$ cat config.mk
export PLATFORM = sky130hd
export DESIGN_NAME = kmp_substring_search
export DESIGN_NICKNAME = d
export VERILOG_FILES = /design/src/hw/rtl/kss_pkg.sv /design/src/hw/rtl/kss_ctrl.sv /design/src/hw/rtl/kss_datapath.sv /design/src/hw/rtl/kmp_substring_search.sv
export SDC_FILE = /design/constraint.sdc
export NUM_CORES = 1
export LEC_CHECK = 0
export ABC_CLOCK_PERIOD_IN_PS = 8109
export BUFFER_PORTS_ARGS = -buffer_cell sky130_fd_sc_hd__buf_2
export CORE_MARGIN = 2
export CORE_UTILIZATION = 38
export DETAILED_ROUTE_END_ITERATION = 10
export PLACE_DENSITY = 0.54
export SETUP_SLACK_MARGIN = 0.15
export SYNTH_ARGS = -nofsm -noshare
export SYNTH_HDL_FRONTEND = slang
export SYNTH_SLANG_ARGS = --single-unit
export TNS_END_PERCENT = 5
$ cat constraint.sdc
create_clock -name clk -period 8.11 [get_ports clk]
set_input_delay 2.0275 -clock clk [delete_from_list [all_inputs] [get_ports clk]]
set_output_delay 2.0275 -clock clk [all_outputs]
set_load 0.005 [all_outputs]
$ cat src/hw/rtl/kss_pkg.sv
// Shared types and codes for the KMP substring search block.
package kss_pkg;

	// Request kind carried on s_tuser.
	localparam logic CMD_PATTERN = 1'b0;
	localparam logic CMD_TEXT    = 1'b1;

	// Input side tdata width (byte_value only).
	localparam int unsigned IN_DATA_W  = 8;
	// Output side tdata: match_position[15:0], pattern_overflow[16], zero pad to 24.
	localparam int unsigned POS_W      = 16;
	localparam int unsigned OUT_DATA_W = 24;

	typedef enum logic [1:0] {
		ST_IDLE,
		ST_FETCH,
		ST_WALK,
		ST_FINISH
	} state_t;

	// Controller to datapath.
	typedef struct packed {
		logic load;    // request accepted this cycle
		logic fetch;   // pick up failure value of previous pattern position
		logic walk;    // one step of the failure chain
		logic finish;  // close out a text byte
	} cmd_t;

	// Datapath to controller.
	typedef struct packed {
		logic item_text;     // incoming request is a text byte
		logic item_walk;     // incoming request needs the failure chain
		logic walk_done;     // chain step found its end
		logic text_q;        // request in flight is a text byte
		logic emit_blocked;  // result pending but output register still full
	} status_t;

endpackage

$ cat src/hw/rtl/kss_ctrl.sv
// Controller state machine for the KMP substring search block.
module kss_ctrl (
	input  logic             clk,
	input  logic             arst_n,
	input  logic             s_tvalid,
	output logic             s_tready,
	input  kss_pkg::status_t status,
	output kss_pkg::cmd_t    cmd
);

	kss_pkg::state_t state_q, state_d;

	always_ff @(posedge clk or negedge arst_n) begin
		if (!arst_n) begin
			state_q <= kss_pkg::ST_IDLE;
		end else begin
			state_q <= state_d;
		end
	end

	// next state
	always_comb begin
		state_d = state_q;
		case (state_q)
			kss_pkg::ST_IDLE: begin
				if (s_tvalid) begin
					if (status.item_text) begin
						state_d = status.item_walk ? kss_pkg::ST_WALK : kss_pkg::ST_FINISH;
					end else begin
						state_d = status.item_walk ? kss_pkg::ST_FETCH : kss_pkg::ST_IDLE;
					end
				end
			end
			kss_pkg::ST_FETCH: begin
				state_d = kss_pkg::ST_WALK;
			end
			kss_pkg::ST_WALK: begin
				if (status.walk_done) begin
					state_d = status.text_q ? kss_pkg::ST_FINISH : kss_pkg::ST_IDLE;
				end
			end
			kss_pkg::ST_FINISH: begin
				if (!status.emit_blocked) begin
					state_d = kss_pkg::ST_IDLE;
				end
			end
			default: begin
				state_d = kss_pkg::ST_IDLE;
			end
		endcase
	end

	// outputs
	always_comb begin
		s_tready   = 1'b0;
		cmd        = '0;
		case (state_q)
			kss_pkg::ST_IDLE: begin
				s_tready = 1'b1;
				cmd.load = s_tvalid;
			end
			kss_pkg::ST_FETCH: begin
				cmd.fetch = 1'b1;
			end
			kss_pkg::ST_WALK: begin
				cmd.walk = 1'b1;
			end
			kss_pkg::ST_FINISH: begin
				cmd.finish = !status.emit_blocked;
			end
			default: begin
				s_tready = 1'b0;
			end
		endcase
	end

endmodule

$ cat src/hw/rtl/kss_datapath.sv
// Datapath for the KMP substring search: pattern and failure memories, search state, result register.
module kss_datapath #(
	parameter int unsigned      PATTERN_DEPTH = 64,
	parameter longint unsigned  TEXT_LIMIT    = 65536
) (
	input  logic                              clk,
	input  logic                              arst_n,
	input  kss_pkg::cmd_t                     cmd,
	output kss_pkg::status_t                  status,
	input  logic [kss_pkg::IN_DATA_W-1:0]     s_tdata,
	input  logic                              s_tuser,
	input  logic                              s_tlast,
	output logic                              m_tvalid,
	input  logic                              m_tready,
	output logic [kss_pkg::OUT_DATA_W-1:0]    m_tdata,
	output logic                              m_tuser
);

	localparam int unsigned AW  = $clog2(PATTERN_DEPTH);
	localparam int unsigned LW  = $clog2(PATTERN_DEPTH + 1);
	localparam int unsigned TPW = $clog2(TEXT_LIMIT + 1);
	localparam int unsigned SW  = (TPW > kss_pkg::POS_W) ? TPW : kss_pkg::POS_W;

	// memories
	logic [7:0]    store_mem [PATTERN_DEPTH];
	logic [AW-1:0] fail_mem  [PATTERN_DEPTH];
	logic [7:0]    store_rd_q;
	logic [AW-1:0] fail_rd_q;

	// search / pattern state
	logic [LW-1:0]  plen_q;
	logic [AW-1:0]  pmlen_q;
	logic [TPW-1:0] tpos_q;
	logic           done_q;
	logic           ovf_q;
	logic           pcomp_q;

	// request in flight
	logic [LW-1:0]  k_q, k_d;
	logic [7:0]     c_q;
	logic           last_q;
	logic           text_q;
	logic           walked_q;

	// result register
	logic                     out_valid_q;
	logic                     found_q;
	logic [kss_pkg::POS_W-1:0] pos_q;
	logic                     ovf_out_q;

	logic          is_text;
	logic [LW-1:0] q_idx;
	logic          full;
	logic          text_active;
	logic          eq;
	logic          walk_done;
	logic [LW-1:0] kn;
	logic          match;
	logic          emit;
	logic          tpos_below;
	logic [SW-1:0] start_pos;
	logic          fail_we;
	logic [AW-1:0] fail_wa;
	logic [AW-1:0] fail_wd;
	logic          store_we;

	assign is_text     = (s_tuser == kss_pkg::CMD_TEXT);
	assign q_idx       = pcomp_q ? '0 : plen_q;
	assign full        = (q_idx >= LW'(PATTERN_DEPTH));
	assign tpos_below  = (tpos_q < TPW'(TEXT_LIMIT));
	assign text_active = !done_q && tpos_below && (plen_q != '0);

	assign eq        = (store_rd_q == c_q);
	assign walk_done = eq || (k_q == '0);
	assign kn        = eq ? (k_q + LW'(1)) : '0;

	assign match     = walked_q && (k_q == plen_q);
	assign emit      = !done_q && (match || last_q);
	assign start_pos = SW'(tpos_q) + SW'(1) - SW'(plen_q);

	assign status.item_text    = is_text;
	assign status.item_walk    = is_text ? text_active : (!full && (q_idx != '0));
	assign status.walk_done    = walk_done;
	assign status.text_q       = text_q;
	assign status.emit_blocked = emit && out_valid_q && !m_tready;

	// next walk index; memory reads follow it so read data lines up with k_q
	always_comb begin
		k_d = k_q;
		if (cmd.load) begin
			k_d = is_text ? LW'(pmlen_q) : q_idx;
		end else if (cmd.fetch) begin
			k_d = LW'(fail_rd_q);
		end else if (cmd.walk) begin
			k_d = walk_done ? kn : LW'(fail_rd_q);
		end
	end

	assign store_we = cmd.load && !is_text && !full;
	assign fail_we  = (store_we && (q_idx == '0)) || (cmd.walk && walk_done && !text_q);
	assign fail_wa  = cmd.load ? '0 : AW'(plen_q - LW'(1));
	assign fail_wd  = cmd.load ? '0 : kn[AW-1:0];

	always_ff @(posedge clk) begin
		if (store_we) begin
			store_mem[q_idx[AW-1:0]] <= s_tdata;
		end
		store_rd_q <= store_mem[k_d[AW-1:0]];
	end

	always_ff @(posedge clk) begin
		if (fail_we) begin
			fail_mem[fail_wa] <= fail_wd;
		end
		fail_rd_q <= fail_mem[AW'(k_d[AW-1:0] - AW'(1))];
	end

	// payload of the request in flight
	always_ff @(posedge clk) begin
		k_q <= k_d;
		if (cmd.load) begin
			c_q      <= s_tdata;
			last_q   <= s_tlast;
			text_q   <= is_text;
			walked_q <= is_text && text_active;
		end
	end

	always_ff @(posedge clk or negedge arst_n) begin
		if (!arst_n) begin
			plen_q  <= '0;
			pmlen_q <= '0;
			tpos_q  <= '0;
			done_q  <= 1'b0;
			ovf_q   <= 1'b0;
			pcomp_q <= 1'b1;
		end else begin
			if (cmd.load && !is_text) begin
				pcomp_q <= s_tlast;
				if (pcomp_q) begin
					pmlen_q <= '0;
					tpos_q  <= '0;
					done_q  <= 1'b0;
				end
				if (full) begin
					ovf_q <= 1'b1;
				end else begin
					ovf_q  <= pcomp_q ? 1'b0 : ovf_q;
					plen_q <= q_idx + LW'(1);
				end
			end else if (cmd.load) begin
				pcomp_q <= 1'b1;
			end else if (cmd.finish) begin
				if (last_q) begin
					pmlen_q <= '0;
					tpos_q  <= '0;
					done_q  <= 1'b0;
				end else begin
					if (walked_q) begin
						pmlen_q <= match ? '0 : k_q[AW-1:0];
						done_q  <= match;
					end
					if (!done_q && tpos_below) begin
						tpos_q <= tpos_q + TPW'(1);
					end
				end
			end
		end
	end

	// result register
	always_ff @(posedge clk or negedge arst_n) begin
		if (!arst_n) begin
			out_valid_q <= 1'b0;
		end else if (cmd.finish && emit) begin
			out_valid_q <= 1'b1;
		end else if (m_tready) begin
			out_valid_q <= 1'b0;
		end
	end

	always_ff @(posedge clk) begin
		if (cmd.finish && emit) begin
			found_q   <= match;
			pos_q     <= match ? start_pos[kss_pkg::POS_W-1:0] : '0;
			ovf_out_q <= ovf_q;
		end
	end

	assign m_tvalid = out_valid_q;
	assign m_tuser  = found_q;
	assign m_tdata  = {{(kss_pkg::OUT_DATA_W - kss_pkg::POS_W - 1){1'b0}}, ovf_out_q, pos_q};

`ifndef SYNTHESIS
	a_pmlen_bound: assert property (@(posedge clk) disable iff (!arst_n)
		(pmlen_q == '0) || (LW'(pmlen_q) < plen_q))
		else $error("matched prefix not shorter than pattern");

	a_walk_bound: assert property (@(posedge clk) disable iff (!arst_n)
		cmd.walk |-> (k_q < plen_q))
		else $error("failure walk index beyond pattern");

	a_ovf_full: assert property (@(posedge clk) disable iff (!arst_n)
		ovf_q |-> (plen_q == LW'(PATTERN_DEPTH)))
		else $error("overflow flagged on a pattern that is not full");

	a_match_done: assert property (@(posedge clk) disable iff (!arst_n)
		(cmd.finish && match && !last_q) |=> (done_q && (pmlen_q == '0)))
		else $error("match did not close the search");
`endif

endmodule

$ cat src/hw/rtl/kmp_substring_search.sv
// Top level of the KMP first-occurrence substring search block.
//
// Pattern bytes (s_tuser = 0) are loaded one per request and the failure
// table is extended as each one arrives; s_tlast closes the pattern, and the
// next pattern byte after that starts a new one. Bytes past PATTERN_DEPTH are
// dropped and set a sticky overflow flag reported with every result. Text
// bytes (s_tuser = 1) run through the KMP automaton; the first full match
// returns one result with found = 1 and its start index, and a text that ends
// (s_tlast) with no match returns found = 0, position 0. After a match the
// rest of that text is silent. Text bytes at index TEXT_LIMIT or above do not
// take part in matching. A text byte during pattern loading closes the
// pattern. The failure chain is walked one link per cycle, reading
// the pattern store and the failure table in parallel from two registered
// memories. The first pattern byte and a dropped byte are taken in the idle
// state alone; any other pattern byte goes through the fetch state and then
// walks the chain for at least one step. A text byte that does no matching
// goes straight to the finish state; otherwise it walks the chain first.
// Chain steps average under two per byte. A result waiting in the output
// register does not stop the block from taking requests; only a text byte
// that has its own result to hand over waits for the register to free.
module kmp_substring_search #(
	parameter int unsigned     PATTERN_DEPTH = 64,    // pattern capacity, 2..1024
	parameter longint unsigned TEXT_LIMIT    = 65536  // text positions searched
) (
	input  logic                           clk,
	input  logic                           arst_n,
	// request side
	input  logic                           s_tvalid,
	output logic                           s_tready,
	input  logic [kss_pkg::IN_DATA_W-1:0]  s_tdata,   // [7:0] byte_value
	input  logic                           s_tuser,   // [0] command: 0 pattern, 1 text
	input  logic                           s_tlast,   // is_last
	// result side
	output logic                           m_tvalid,
	input  logic                           m_tready,
	output logic [kss_pkg::OUT_DATA_W-1:0] m_tdata,   // [15:0] match_position,
	                                                  // [16] pattern_overflow, [23:17] zero
	output logic                           m_tuser    // [0] found
);

	kss_pkg::cmd_t    cmd;
	kss_pkg::status_t status;

	kss_ctrl u_ctrl (
		.clk      (clk),
		.arst_n   (arst_n),
		.s_tvalid (s_tvalid),
		.s_tready (s_tready),
		.status   (status),
		.cmd      (cmd)
	);

	kss_datapath #(
		.PATTERN_DEPTH (PATTERN_DEPTH),
		.TEXT_LIMIT    (TEXT_LIMIT)
	) u_datapath (
		.clk      (clk),
		.arst_n   (arst_n),
		.cmd      (cmd),
		.status   (status),
		.s_tdata  (s_tdata),
		.s_tuser  (s_tuser),
		.s_tlast  (s_tlast),
		.m_tvalid (m_tvalid),
		.m_tready (m_tready),
		.m_tdata  (m_tdata),
		.m_tuser  (m_tuser)
	);

endmodule
==> summary.md <==
Setup path
* cell family contributing the most delay on the critical path: simple AND/OR/NAND/NOR gates
* required time at the worst-slack endpoint: 8.71 ns
* slowest stage delay, CP: 1.07 ns
* Crit path arrival time: 6.88 ns
* setup slack of the worst register-to-register path: 2.48 ns
* Reg-to-Reg Start: u_ctrl.state_q[0]
* launching element type of the critical path: input port
* critical path type: input port to flip-flop
* worst-path cell chain: buf_2, nand2_2, clkinv_2, buf_4, a31oi_1, o2111ai_1, and3_4, inv_2, nor3_4, nor3_1, nor2_1, a311oi_1, nor4_1, a2bb2oi_1
* endpoint of the worst-slack reg-to-reg timing path: u_datapath.fail_rd_q[2]
* sum of buffers and inverters on the critical path: 4
* cell with the biggest individual delay on the critical path: sky130_fd_sc_hd__nor2_1
* highest net fanout along the worst path: 44
* number of cells traversed by the worst register-to-register path: 15
* Critical Path End Type: flip-flop

Power
* worst vdd ir: 478 uV
* switching component of the power: 9460 uW
* combinational power share: 49.6%
* Sw Ratio: 45.8%
* leakage power: 0.0154 uW
* clock network fraction of design power: 21.9%
* internal power of the cells: 11200 uW
* proportion of power drawn by flip-flops and latches: 28.5%
* pwr/cell area: 447 nW/um2

Hold path
* path class of the lowest-slack min-delay path: flip-flop to flip-flop
* WHS Endpoint: u_datapath.ovf_out_q
* hold-critical path depth: 0
* start point of the worst hold path: u_datapath.ovf_q

Status
* status: finished, final reports clean

STA
* Worst-Margin Slew: 1.40 ns
* worst setup margin: 1.83 ns
* Hold Fails Final Rpt: 0
* aggregate negative setup slack: 0 ns
* RSZ-0062 raised after global routing: false
* number of slew-limit violations in the final report: 0
* Worst slew margin: 6.20%
* setup skew after layout: 0.0371 ns
* number of setup violations in the final report: 0
* period utilization: 77.4%
* highest clock rate: 159 MHz
* clock period minus final worst setup slack: 6.28 ns

Place
* count of input and output buffers: 33
* placed wire-length estimate: 68900 um
* Placement Setup Slack: 1.18 ns
* routability congestion estimate: 0.865

GRT
* largest net degree at the start of global routing: 146
* number of antenna violations at the first check in global routing: 2
* vias in the first global route: 26100
* global route total overflow: 0
* all-layer global routing usage: 20.9%
* wire length of the first global-routing pass: 177000 um

Synthesis
* average cell area after synthesis: 12.4 um2
* fraction of the yosys area taken by sequential cells: 70.0%
* combined area of all synthesized cells: 41600 um2
* count of state elements after synthesis: 982
* number of distinct library cells after synthesis: 91
* number of cells produced by synthesis: 3343
* count of synthesis-stage warnings from yosys: 0
* EDFF count, synth: 926
* async set-or-reset flop fraction in the synthesized netlist: 3.67%
* most instantiated flip-flop cell in the synthesis netlist: sky130_fd_sc_hd__edfxtp_1

Detailed routing
* total routed wirelength: 119000 um
* DR vias/cell: 5.66
* number of antenna-violating nets in the routed design: 0
* drt drc: 0
* DRT Pass-1 Iters: 6
* Avg WL per Cell: 24.8 um
* overall via count from detail_route: 27200
* number of DRC markers after the initial detailed-route iteration: 2922

Clocking
* CTS Root Buffer Type: sky130_fd_sc_hd__clkbuf_16
* clock latency on the worst-skew pair: 0.68 ns
* number of buffers between clock root and the deepest sink: 3
* clock-pin slew on the worst setup and hold paths: 0.06 ns
* CTS tree: built
* CTS H-tree depth: 3
* buffers inserted during post-CTS setup optimization: 0
* number of gates given a new drive strength after cts: 0
* clock tree sinks: 982
* hold-fix buffers at CTS: 0
* clock buffer count from CTS: 101

Die
* Die Outline Area: 112000 um2
* number of top-level design ports: 41
* number of placement rows: 121
* CORE AREA: 109000 um2
* Die Width: 335 um
* effective utilization at floorplan: 38.3%
* Vert. Die Dim: 335 um

Finish
* Area Overhead vs Synth: 11.0%
* share of post-route cells with drive strength above 1: 7.65%
* nets: 3338

Run
* max-cap violations: 0

==> flip-flops by register name, indices dropped and copies added (netlist names), 7 cells and up <==
register,flops
u_datapath.tpos_q,17
u_datapath.store_mem,512
u_datapath.c_q,8
u_datapath.k_q,7
u_datapath.pos_q,16
u_datapath.fail_mem,384
u_datapath.store_rd_q,8
u_datapath.plen_q,7
==> cells in the mapped netlist, types with 5 or more instances <==
master                      number  area, um2
sky130_fd_sc_hd__edfxtp_1      926      27800
sky130_fd_sc_hd__nand2_1       763       2860
sky130_fd_sc_hd__nand3_1       351       1760
sky130_fd_sc_hd__nor2_1        207        777
sky130_fd_sc_hd__clkbuf_1      104        390
sky130_fd_sc_hd__buf_2          71        355
sky130_fd_sc_hd__a311oi_1       64        561
sky130_fd_sc_hd__inv_1          63        236
sky130_fd_sc_hd__a211oi_1       62        465
sky130_fd_sc_hd__a31oi_1        51        319
sky130_fd_sc_hd__and3_1         51        319
sky130_fd_sc_hd__o21ai_0        51        255
sky130_fd_sc_hd__a21oi_1        49        245
sky130_fd_sc_hd__mux2i_1        41        410
sky130_fd_sc_hd__a2111oi_0      38        333
sky130_fd_sc_hd__xnor2_1        36        315
sky130_fd_sc_hd__a311o_1        35        350
sky130_fd_sc_hd__dfrtp_1        35        876
sky130_fd_sc_hd__buf_1          32        120
sky130_fd_sc_hd__nor3_1         26        130
sky130_fd_sc_hd__o22ai_1        22        138
sky130_fd_sc_hd__dfxtp_1        20        400
sky130_fd_sc_hd__xor2_1         19        166
sky130_fd_sc_hd__buf_4          18        135
sky130_fd_sc_hd__ha_1           18        225
sky130_fd_sc_hd__o31ai_1        16        120
sky130_fd_sc_hd__a221oi_1       12        105
sky130_fd_sc_hd__o211ai_1       11       82.6
sky130_fd_sc_hd__nand2b_1       10       62.6
sky130_fd_sc_hd__nand4_1         9       56.3
sky130_fd_sc_hd__o32ai_1         9       78.8
sky130_fd_sc_hd__nor2b_1         7       43.8
sky130_fd_sc_hd__a32oi_1         6       52.6
sky130_fd_sc_hd__buf_6           6       67.6
sky130_fd_sc_hd__a21boi_0        5       37.5
sky130_fd_sc_hd__a21o_1          5       37.5
sky130_fd_sc_hd__o2111ai_1       5       43.8
sky130_fd_sc_hd__o21ai_1         5       25.0
==> cells by family (layout without fill, tap and decap cells) <==
group           count (synthesis)  in the layout  synth area share [%]
flops                         982            982                  70.0
buf+inv                       299            337                  3.19
mux                            43             43                  1.07
fa+ha+maj                      19             19                 0.590
simple gates                 1460           1460                  15.2
other cells                     1              8               0.00902
compound gates                483            483                  8.77
xor+xnor                       56             56                  1.20
==> power by group through the flow <==
stage	combinational (uW)	sequential [uW]	clock, uW
after CTS	10200	5880	4590
after floorplan	6760	5850	0
after global routing	11000	5890	4780
after detailed placement	10200	5990	0
after global placement	10100	5990	0
final	10200	5880	4520
==> per-stage QoR <==
step	hold slack, ns	utilization, %	total power [uW]	instances	instance area [um2]
after floorplan	0.426	-	12600	3349	41600
after global placement	0.444	39.6	16100	4616	43000
after detailed placement	0.451	39.6	16100	4616	43000
after CTS	0.467	42.5	20700	4801	46200
after global routing	0.497	42.5	21700	4801	46200
final	0.459	42.5	20600	4802	46200
==> per-layer routing <==
layer,part of all wire (%),up-vias,track usage [%]
li1,-,12300,-
met1,45,13700,30.6
met2,46,1031,32.7
met3,7.2,140,3.26
met4,1.9,0,5.11
met5,0,-,0
==> cells in the final DEF (no fill, tap or decap), drive strengths merged, types with 11 or more instances in the layout <==
cell type,synthesis,routed
and3,51,51
a21oi,51,51
nand2,766,766
ha,18,18
o21ai,57,57
xnor2,37,37
nor3,27,27
nand4,11,11
nand3,352,352
a311oi,65,65
dfxtp,20,20
o22ai,22,22
a211oi,64,64
edfxtp,926,926
clkinv,1,40
buf,127,84
a2111oi,38,38
inv,67,70
dfrtp,35,35
xor2,19,19
o31ai,17,17
nor2,208,208
a311o,35,35
clkbuf,104,135
o211ai,11,11
a31oi,51,51
mux2i,41,41
a221oi,12,12
==> worst max path at each step <==
stage             start  slack, ns  cells after the start                   endpoint
3_5_place_dp   s_tvalid       1.18                     14    u_datapath.fail_rd_q[2]
6_report       s_tvalid       1.83                     14    u_datapath.fail_rd_q[2]
5_1_grt        s_tvalid       1.68                     14    u_datapath.fail_rd_q[2]
3_3_place_gp   s_tvalid       1.33                     14    u_datapath.fail_rd_q[2]
2_1_floorplan  s_tvalid       3.38                      4  u_datapath.fail_mem[0][5]
4_1_cts        s_tvalid       1.91                     14    u_datapath.fail_rd_q[2]
==> layout make-up <==
class,count,area (um2)
sequential,982,29100
timing repair buffer,84,611
fill,10000,62500
tap,1414,1770
clock buffer,135,2730
antenna,1,2.50
inverter,68,269
multi-input combinational,2068,11300
clock inverter,50,440
No activity file was read; power rests on OpenSTA's default activity.
